File: src/hw/rtl/l3d_pkg.sv
// ----------------------------------------------------------------------------
// l3d_pkg
// shared types and constants of the 3d lut color mapper
// ----------------------------------------------------------------------------
package l3d_pkg;

   localparam int CHAN_W     = 16;
   localparam int INDEX_W    = 12;
   localparam int DIM_W      = 7;
   localparam int ADDR_SUM_W = 21;   // holds x + y*w + z*w*h for sizes up to 127
   localparam int CSR_IDX_W  = 2;

   localparam logic [CSR_IDX_W-1:0] CSR_LUMA_MODE  = 2'd0;
   localparam logic [CSR_IDX_W-1:0] CSR_LUT_WIDTH  = 2'd1;
   localparam logic [CSR_IDX_W-1:0] CSR_LUT_HEIGHT = 2'd2;
   localparam logic [CSR_IDX_W-1:0] CSR_LUT_DEPTH  = 2'd3;

   localparam logic OP_WRITE = 1'b0;
   localparam logic OP_PIXEL = 1'b1;

   typedef struct packed {
      logic                      opcode;
      logic [INDEX_W-1:0]        entry_index;
      logic signed [CHAN_W-1:0]  chan0;
      logic signed [CHAN_W-1:0]  chan1;
      logic signed [CHAN_W-1:0]  chan2;
      logic signed [CHAN_W-1:0]  chan3;
   } req_type;

   typedef struct packed {
      logic signed [CHAN_W-1:0]  out0;
      logic signed [CHAN_W-1:0]  out1;
      logic signed [CHAN_W-1:0]  out2;
      logic signed [CHAN_W-1:0]  out3;
   } rsp_type;

   typedef struct packed {
      logic valid;
      logic pixel;
   } stage_ctl_type;

endpackage

File: src/hw/rtl/l3d_addr.sv
// ----------------------------------------------------------------------------
// l3d_addr
// coordinate clamp and scale, corner index build and wrap to table size
// ----------------------------------------------------------------------------
module l3d_addr #(
   parameter int LUT_ENTRIES = 4096,
   parameter int FRAC_BITS   = 14,
   parameter int AW          = 12
) (
   input  logic                        clock,
   input  logic                        reset,
   input  logic                        en,
   input  logic                        luma_mode,
   input  logic [l3d_pkg::DIM_W-1:0]   dim_w,
   input  logic [l3d_pkg::DIM_W-1:0]   dim_h,
   input  logic [l3d_pkg::DIM_W-1:0]   dim_d,
   input  l3d_pkg::stage_ctl_type      in_ctl,
   input  l3d_pkg::req_type            in_req,
   output l3d_pkg::stage_ctl_type      out_ctl,
   output l3d_pkg::req_type            out_req,
   output logic [7:0][AW-1:0]          out_addr,
   output logic [FRAC_BITS-1:0]        out_wx,
   output logic [FRAC_BITS-1:0]        out_wy,
   output logic [FRAC_BITS-1:0]        out_wz
);
   import l3d_pkg::*;

   localparam int PW  = (FRAC_BITS + 8 > 37) ? FRAC_BITS + 8 : 37;
   localparam int VW  = ADDR_SUM_W;
   localparam int NW  = 17;
   localparam int WHW = 2 * DIM_W;
   localparam logic [31:0] ONE = 32'(1) << FRAC_BITS;
   localparam longint RECIP_L = (longint'(1) << VW) / LUT_ENTRIES;
   localparam logic [VW-1:0] RECIP = RECIP_L[VW-1:0];
   localparam logic [AW:0] N_R = (AW+1)'(LUT_ENTRIES);

   function automatic logic [15:0] clamp_c(input logic signed [15:0] c);
      logic [15:0] r;
      if (c < 0) begin
         r = '0;
      end else if ({16'h0, c} > ONE) begin
         r = ONE[15:0];
      end else begin
         r = c;
      end
      return r;
   endfunction

   function automatic logic [DIM_W-1:0] upper(input logic [DIM_W-1:0] i,
                                              input logic [DIM_W-1:0] n);
      logic [DIM_W:0] i1;
      i1 = {1'b0, i} + 1'b1;
      return (i1 < {1'b0, n}) ? i1[DIM_W-1:0] : n - 1'b1;
   endfunction

   // stage 1: clamp, w*h
   stage_ctl_type    s1_ctl_ff;
   req_type          s1_req_ff;
   logic [15:0]      s1_cx_ff, s1_cy_ff, s1_cz_ff;
   logic [WHW-1:0]   s1_wh_ff;

   always_ff @(posedge clock) begin
      if (reset) begin
         s1_ctl_ff <= '0;
      end else if (en) begin
         s1_ctl_ff <= in_ctl;
      end
   end

   always_ff @(posedge clock) begin
      if (en) begin
         s1_req_ff <= in_req;
         s1_cx_ff  <= clamp_c(in_req.chan0);
         s1_cy_ff  <= clamp_c(in_req.chan1);
         s1_cz_ff  <= clamp_c(in_req.chan2);
         s1_wh_ff  <= WHW'(dim_w) * WHW'(dim_h);
      end
   end

   // stage 2: scale by size-1, w*h*d
   stage_ctl_type    s2_ctl_ff;
   req_type          s2_req_ff;
   logic [PW-1:0]    s2_px_ff, s2_py_ff, s2_pz_ff;
   logic [15:0]      s2_cy_ff;
   logic [WHW-1:0]   s2_wh_ff;
   logic [VW-1:0]    s2_whd_ff;

   always_ff @(posedge clock) begin
      if (reset) begin
         s2_ctl_ff <= '0;
      end else if (en) begin
         s2_ctl_ff <= s1_ctl_ff;
      end
   end

   always_ff @(posedge clock) begin
      if (en) begin
         s2_req_ff <= s1_req_ff;
         s2_px_ff  <= PW'(s1_cx_ff) * PW'(dim_w - 1'b1);
         s2_py_ff  <= PW'(s1_cy_ff) * PW'(dim_h - 1'b1);
         s2_pz_ff  <= PW'(s1_cz_ff) * PW'(dim_d - 1'b1);
         s2_cy_ff  <= s1_cy_ff;
         s2_wh_ff  <= s1_wh_ff;
         s2_whd_ff <= VW'(s1_wh_ff) * VW'(dim_d);
      end
   end

   // stage 3: split integer and fraction, row and plane offsets, luma scale
   logic [DIM_W-1:0] x0, y0, z0;

   always_comb begin
      x0 = DIM_W'(s2_px_ff >> FRAC_BITS);
      y0 = DIM_W'(s2_py_ff >> FRAC_BITS);
      z0 = DIM_W'(s2_pz_ff >> FRAC_BITS);
   end

   stage_ctl_type          s3_ctl_ff;
   req_type                s3_req_ff;
   logic [DIM_W-1:0]       s3_x0_ff, s3_x1_ff;
   logic [WHW-1:0]         s3_y0w_ff, s3_y1w_ff;
   logic [VW-1:0]          s3_z0wh_ff, s3_z1wh_ff, s3_whd_ff;
   logic [FRAC_BITS-1:0]   s3_wx_ff, s3_wy_ff, s3_wz_ff;
   logic [PW-1:0]          s3_pl_ff;

   always_ff @(posedge clock) begin
      if (reset) begin
         s3_ctl_ff <= '0;
      end else if (en) begin
         s3_ctl_ff <= s2_ctl_ff;
      end
   end

   always_ff @(posedge clock) begin
      if (en) begin
         s3_req_ff  <= s2_req_ff;
         s3_x0_ff   <= x0;
         s3_x1_ff   <= upper(x0, dim_w);
         s3_y0w_ff  <= WHW'(y0) * WHW'(dim_w);
         s3_y1w_ff  <= WHW'(upper(y0, dim_h)) * WHW'(dim_w);
         s3_z0wh_ff <= VW'(z0) * VW'(s2_wh_ff);
         s3_z1wh_ff <= VW'(upper(z0, dim_d)) * VW'(s2_wh_ff);
         s3_wx_ff   <= s2_px_ff[FRAC_BITS-1:0];
         s3_wy_ff   <= s2_py_ff[FRAC_BITS-1:0];
         s3_wz_ff   <= s2_pz_ff[FRAC_BITS-1:0];
         s3_pl_ff   <= PW'(s2_cy_ff) * PW'(s2_whd_ff - 1'b1);
         s3_whd_ff  <= s2_whd_ff;
      end
   end

   // stage 4: corner sums; corner k is {z, y, x} upper-select bits
   logic [VW-1:0]          luma_s, luma_t;
   logic [VW:0]            luma_s1;
   logic [7:0][VW-1:0]     v_in;
   logic [FRAC_BITS-1:0]   wx_in, wy_in, wz_in;

   always_comb begin
      luma_s  = VW'(s3_pl_ff >> FRAC_BITS);
      luma_s1 = {1'b0, luma_s} + 1'b1;
      luma_t  = (luma_s1 < {1'b0, s3_whd_ff}) ? luma_s1[VW-1:0] : s3_whd_ff - 1'b1;
      for (int k = 0; k < 8; k++) begin
         if (!s3_req_ff.opcode) begin
            v_in[k] = VW'(s3_req_ff.entry_index);
         end else if (luma_mode) begin
            v_in[k] = ((k & 1) != 0) ? luma_t : luma_s;
         end else begin
            v_in[k] = VW'(((k & 1) != 0) ? s3_x1_ff : s3_x0_ff)
                    + VW'(((k & 2) != 0) ? s3_y1w_ff : s3_y0w_ff)
                    + (((k & 4) != 0) ? s3_z1wh_ff : s3_z0wh_ff);
         end
      end
      // luma: one lerp along the line, the other two axes see zero weight
      wx_in = luma_mode ? s3_pl_ff[FRAC_BITS-1:0] : s3_wx_ff;
      wy_in = luma_mode ? '0 : s3_wy_ff;
      wz_in = luma_mode ? '0 : s3_wz_ff;
   end

   stage_ctl_type          s4_ctl_ff, s5_ctl_ff, s6_ctl_ff, s7_ctl_ff;
   req_type                s4_req_ff, s5_req_ff, s6_req_ff, s7_req_ff;
   logic [FRAC_BITS-1:0]   s4_wx_ff, s5_wx_ff, s6_wx_ff, s7_wx_ff;
   logic [FRAC_BITS-1:0]   s4_wy_ff, s5_wy_ff, s6_wy_ff, s7_wy_ff;
   logic [FRAC_BITS-1:0]   s4_wz_ff, s5_wz_ff, s6_wz_ff, s7_wz_ff;
   logic [7:0][VW-1:0]     s4_v_ff, s5_v_ff, s5_q_ff;
   logic [7:0][AW:0]       s6_r_ff;
   logic [7:0][AW-1:0]     s7_addr_ff;

   always_ff @(posedge clock) begin
      if (reset) begin
         s4_ctl_ff <= '0;
         s5_ctl_ff <= '0;
         s6_ctl_ff <= '0;
         s7_ctl_ff <= '0;
      end else if (en) begin
         s4_ctl_ff <= s3_ctl_ff;
         s5_ctl_ff <= s4_ctl_ff;
         s6_ctl_ff <= s5_ctl_ff;
         s7_ctl_ff <= s6_ctl_ff;
      end
   end

   always_ff @(posedge clock) begin
      if (en) begin
         s4_req_ff <= s3_req_ff;
         s5_req_ff <= s4_req_ff;
         s6_req_ff <= s5_req_ff;
         s7_req_ff <= s6_req_ff;
         s4_wx_ff  <= wx_in;
         s5_wx_ff  <= s4_wx_ff;
         s6_wx_ff  <= s5_wx_ff;
         s7_wx_ff  <= s6_wx_ff;
         s4_wy_ff  <= wy_in;
         s5_wy_ff  <= s4_wy_ff;
         s6_wy_ff  <= s5_wy_ff;
         s7_wy_ff  <= s6_wy_ff;
         s4_wz_ff  <= wz_in;
         s5_wz_ff  <= s4_wz_ff;
         s6_wz_ff  <= s5_wz_ff;
         s7_wz_ff  <= s6_wz_ff;
         s4_v_ff   <= v_in;
         s5_v_ff   <= s4_v_ff;
         for (int k = 0; k < 8; k++) begin
            // wrap to table size: reciprocal estimate is low by at most one
            s5_q_ff[k]    <= VW'(((2*VW)'(s4_v_ff[k]) * (2*VW)'(RECIP)) >> VW);
            s6_r_ff[k]    <= (AW+1)'((VW+1)'(s5_v_ff[k])
                           - (VW+1)'((VW+NW)'(s5_q_ff[k]) * (VW+NW)'(LUT_ENTRIES)));
            s7_addr_ff[k] <= AW'((s6_r_ff[k] >= N_R) ? s6_r_ff[k] - N_R : s6_r_ff[k]);
         end
      end
   end

   assign out_ctl  = s7_ctl_ff;
   assign out_req  = s7_req_ff;
   assign out_addr = s7_addr_ff;
   assign out_wx   = s7_wx_ff;
   assign out_wy   = s7_wy_ff;
   assign out_wz   = s7_wz_ff;

endmodule

File: config.mk
export PLATFORM = sky130hd
export DESIGN_NAME = l3d_addr
export DESIGN_NICKNAME = d
export VERILOG_FILES = /design/src/hw/rtl/l3d_pkg.sv /design/src/hw/rtl/l3d_addr.sv
export SDC_FILE = /design/constraint.sdc
export NUM_CORES = 2
export LEC_CHECK = 0
export BUFFER_PORTS_ARGS = -buffer_cell sky130_fd_sc_hd__buf_2
export CAP_MARGIN = 0
export CORE_UTILIZATION = 40
export CTS_BUF_LIST = sky130_fd_sc_hd__clkbuf_4 sky130_fd_sc_hd__clkbuf_8
export DETAILED_ROUTE_END_ITERATION = 12
export HOLD_SLACK_MARGIN = 0.03
export PLACE_DENSITY = 0.57
export SYNTH_ARGS = -nofsm -noshare
export SYNTH_HDL_FRONTEND = slang
export SYNTH_SLANG_ARGS = --single-unit
File: constraint.sdc
create_clock -name clock -period 7.4 [get_ports clock]
set_clock_uncertainty 0.2 [all_clocks]
set_input_delay 0.74 -clock clock [delete_from_list [all_inputs] [get_ports clock]]
set_output_delay 0.74 -clock clock [all_outputs]
set_load 0.05 [all_outputs]
After elaboration in Yosys (flattened, before gate mapping)
Cells that the tools add are included.

Register bits after elaboration: 1477. Bits of input ports: 104. Output and inout port bits: 217. Word-level logic and storage cells: 243.

$add $sub $neg: 40. Multiply operators: 10. Magnitude comparators: 18. Muxes and demuxes: 32. Reduce and logical (&&, ||, !) cells: 3.

Operators by type and width (number): two-way mux 12 bit (16); two-way mux 13 bit (9); adder 13 bit (8); >= comparator 13 bit (second input constant) (8); subtractor 13 bit (8); subtractor 12 x 1 -> 12 bit (second input constant) (8); multiplier 17 x 8 -> 21 bit (3); adder 7 x 13 -> 13 bit (4); greater-than comparator 16 x 15 -> 1 bit (second input constant) (3); < comparator 16 x 1 -> 1 bit (second input constant) (3); two-way mux 15 bit (3); multiplier 17 x 22 -> 35 bit (1); multiplier 7 x 14 -> 13 bit (2); multiplier 7 x 7 -> 13 bit (2); adder 7 x 1 -> 8 bit (second input constant) (3); < comparator 8 x 7 -> 1 bit (3); subtractor 7 x 1 -> 8 bit (second input constant) (3); adder 21 x 1 -> 22 bit (second input constant) (1); < comparator 22 x 21 -> 1 bit (1); subtractor 21 x 1 -> 22 bit (second input constant) (1); multiplier 14 x 7 -> 21 bit (1); two-way mux 7 bit (3); subtractor 7 x 1 -> 7 bit (second input constant) (3); multiplier 7 x 7 -> 14 bit (1); 3 further kinds (5).

Logic depth before layout (Yosys ltp)
Depth in word-level cells: 5. Mapped depth: 30. Gate-level depth less buffers: 28.

Worst setup path after synthesis
Ideal clock, no wire load.

Path type: reg-to-reg. Start point: reg s2_whd_ff[0]. End point: reg s3_pl_ff[34], data pin. Arrival time: 6.983 ns. Data required time: 6.940 ns. Slack: -0.043 ns. Cell stages (with the launch flop): 28. Buffers on the path: 2. Clock period less this slack: 7.443 ns. Cells stage by stage: edfxtp_1 > clkbuf_1 > inv_1 > ha_1 > nand2_1 > nor3_1 > nand2_1 > xnor2_1 > clkbuf_1 > nand2_1 > fa_1 > inv_1 > fa_1 > fa_1 > fa_1 > fa_1 > inv_1 > fa_1 > inv_1 > ha_1 > nand3_1 > or3_1 > o21a_1 > o21ai_2 > a2111oi_2 > nor3_1 > o22ai_1 > xnor2_1.

Cells in the longest elaborated chain, start to end: 2.

RTL lines: from (decl) (line l3d_addr.sv:86) `logic [VW-1:0] s2_whd_ff;`; from (signal assigned) (line l3d_addr.sv:104) `s2_whd_ff <= VW'(s1_wh_ff) * VW'(dim_d);`; subtractor 21 x 1 -> 22 bit (line l3d_addr.sv:145) `s3_pl_ff <= PW'(s2_cy_ff) * PW'(s2_whd_ff - 1'b1);`; multiplier 17 x 22 -> 35 bit (line l3d_addr.sv:145); to (signal assigned) (line l3d_addr.sv:145); to (decl) (line l3d_addr.sv:123) `logic [PW-1:0] s3_pl_ff;`.

No other way between the ends. A chain may end at the register's enable or synchronous reset.

Final worst setup path
Start point: reg s2_whd_ff[1]. End point: reg s3_pl_ff[26], data pin.

Same word-level chain as after synthesis.

==> flow_summary_export.csv <==
group,metric,value,unit
layout,fill_cells,19327,
routing,drt_pre_antenna_iters,5,
routing,drtIter0Drc,3279,
global_route,grtUsageMet2,28.8,%
critical_path,cpMaxStageDelayCell,"or4_4",
layout,seq_area,0.0431,mm2
critical_path,crit_top_cell,"fa_1",
clock_tree,clock_latency,1.03,ns
critical_path,reg2reg_depth,29,
clock_tree,numCtsBuffers,238,
run_status,violations,"negative setup slack",
logic_synthesis,synthArstFlopShare,0,%
global_route,antenna_found_initial,19,
logic_synthesis,syn-instance-count,6734,
clock_tree,path_clk_slew,0.06,ns
layout,stdcell_area,0.0995,mm2
global_route,grt_overflow,0,
routing,antenna_left,0,
timing,period_needed,7.57,ns
clock_tree,cts-root-buf,"clkbuf_8",
timing,fin_ws,-0.168,ns
layout,multi_input_area,0.0392,mm2
clock_tree,ctsHtreeMaxLevel,4,
place,dp_hpwl,149000,um
global_route,use_met1,25.2,%
hold_path,min_path_cells,0,
timing,relSlewSlack,25.3,%
routing,drt-wirelength-per-cell,18.6,um
clock_tree,cts_tree,"built",
layout,syn_to_final_growth,15.2,%
routing,viasPerCell,4.83,
job,drv_cap,0,
clock_tree,clock_path_buffers,3,
die,die_h,467,um
die,die_w,467,um
layout,mostFrequentLayoutCell,"edfxtp_1",
logic_synthesis,synth_cell_types,78,
place,place_area,0.0929,mm2
logic_synthesis,ys.flop_type,"edfxtp_1",
clock_tree,cts_sinks,1439,
critical_path,crit_arrival,8.13,ns
place,globalplace.congestion,0.887,
timing,max_freq,132,MHz
critical_path,cp-start-kind,"flop",
timing,final-hold-violation-count,0,
routing,drc,0,
critical_path,crit_required,7.96,ns
place,io_buffers,320,
layout,final_cell_mix,"edfxtp_1, inv_1, fa_1, nand2_1, ha_1",
layout,nNetsFinal,8908,
timing,maxSlewViolCount,0,
run_status,status,"finished with violations",
global_route,top_usage_layer,"met2",
logic_synthesis,syn-cell-area,0.0863,mm2
die,fp.coreArea,0.215,mm2
logic_synthesis,yosysSeqAreaShare,49.9,%
routing,vias,50861,
global_route,use_met3,3.61,%
hold_path,hold_class,"flop to flop",
logic_synthesis,synth_warnings,0,
timing,worst_pin_slew,1.11,ns
logic_synthesis,synth-edff-count,1425,
logic_synthesis,ys_ff_latch,1439,
logic_synthesis,syn_avg_cell_area,12.8,um2
layout,drive_gt1_share,15.1,%
global_route,grt_max_degree,195,
die,num_rows,170,
critical_path,cp_max_fo,5,
die,die-area,0.218,mm2
timing,finalCritPeriodShare,102,%
die,start_util,40.2,%
critical_path,max_stage_delay,0.57,ns
timing,setup_viol,9,
timing,fin_setup_tns,-0.707,ns
global_route,grt_pass1_vias,52947,
die,ios,321,
critical_path,end_kind,"flop",
global_route,grt_usage,18.3,%
global_route,grt_pass1_wl,305000,um
routing,routed_wl,196000,um
timing,rsz0062_at_grt,"true",
critical_path,critical_path_class,"flop to flop",
==> through the flow <==
step | setup WS (ns) | hold WS, ns | utilization [%] | std cells
after floorplan | 0.00787 | 0.200 | - | 6736
after global placement | -0.680 | 0.200 | 43.3 | 9979
after CTS | -0.155 | 0.0416 | 46.2 | 10519
final | -0.168 | 0.164 | 46.4 | 10540
after global routing | -0.430 | 0.0889 | 46.4 | 10536
after detailed placement | -0.622 | 0.205 | 43.3 | 9979
==> Yosys cell counts (all sizes together) (21+ instances only) <==
cell type  instances  share of area, %
a211oi            35              0.30
a21boi            28              0.24
a21o              70              0.61
a21oi            235               1.4
and2             349               2.5
clkbuf           155              0.68
edfxtp          1425                50
fa               777                18
ha               537               7.8
inv             1062               4.6
mux2              21              0.27
mux2i             29              0.34
nand2            638               2.8
nand2b            54              0.39
nand3             63              0.38
nor2             173              0.75
nor2b            245               1.8
nor3              60              0.38
nor4              22              0.17
o21a              22              0.19
o21ai             85              0.50
o21bai            43              0.37
or2               46              0.33
xnor2            294               3.0
xor2              94              0.95
==> worst max-delay path, delay by kind of cell (launching register included) <==
family | cells | cell delay, ns
and+or+nand+nor | 7 | 1.67
xor gates and xnor gates | 2 | 0.23
adders and majority gates | 7 | 3.22
DFF | 1 | 0.38
buffers and inverters | 8 | 0.78
AOI/OAI and AO/OA | 5 | 0.83
==> cell type report <==
cell class	count	share of cell area [%]
antenna	11	0.0277
clock buffer	319	3.93
clock inverter	122	1.01
inverter	1064	4.01
multi-input combinational	4069	39.4
sequential	1439	43.3
tap	2838	3.57
timing repair buffer	678	4.74
==> kinds of logic (layout without fill, tap and decap cells) <==
logic type | after synthesis | in the layout | share of synthesized area (%)
DFF | 1439 | 1439 | 49.9
other | 1 | 14 | 0.00434
and+or+nand+nor | 1708 | 1708 | 9.94
AOI/OAI and AO/OA | 605 | 605 | 4.43
muxes | 50 | 50 | 0.610
adders and majority gates | 1314 | 1314 | 25.8
xor gates and xnor gates | 389 | 389 | 3.97
buffers and inverters | 1228 | 2183 | 5.35
==> per-layer routing <==
metal / vias to the layer above / part of all wire [%]
met5: - / 0.018
met4: 6 / 2.9
met3: 266 / 5.4
met2: 1172 / 46
met1: 25571 / 46
li1: 23846 / -
==> flip-flops by register name, indices dropped and copies added, names as in the netlist, 35 cells and up <==
| name | count |
|---|---|
| s5_req_ff | 77 |
| out_addr | 96 |
| s3_req_ff | 77 |
| s6_r_ff | 96 |
| s3_pl_ff | 35 |
| s4_req_ff | 77 |
| s4_v_ff | 96 |
| s1_req_ff | 77 |
| s5_v_ff | 96 |
| s2_req_ff | 77 |
| s6_req_ff | 77 |
| out_req | 77 |
==> path summary, 6_finish.rpt <==
| check | startpoint | end | slack [ns] |
|---|---|---|---|
| min | s6_req_ff[53] | out_req[53] | 0.16 |
| min reg2reg | s6_req_ff[53] | out_req[53] | 0.16 |
| max reg2reg | s2_whd_ff[1] | s3_pl_ff[26] | -0.17 |
| max | s2_whd_ff[1] | s3_pl_ff[26] | -0.17 |
==> timing repair <==
action | CTS | global route
endpoints found under the hold margin | 154 | 0
pin swaps | 54 | 35
cloned | 1 | 0
hold buffers | 85 | 0
setup endpoints to repair | 16 | 18
setup buffers | 13 | 11
resized for setup | 65 | 68
Power is left out: the tool's default activity adds up to more than one toggle a clock period on the data nets, which glitch-free logic cannot reach.
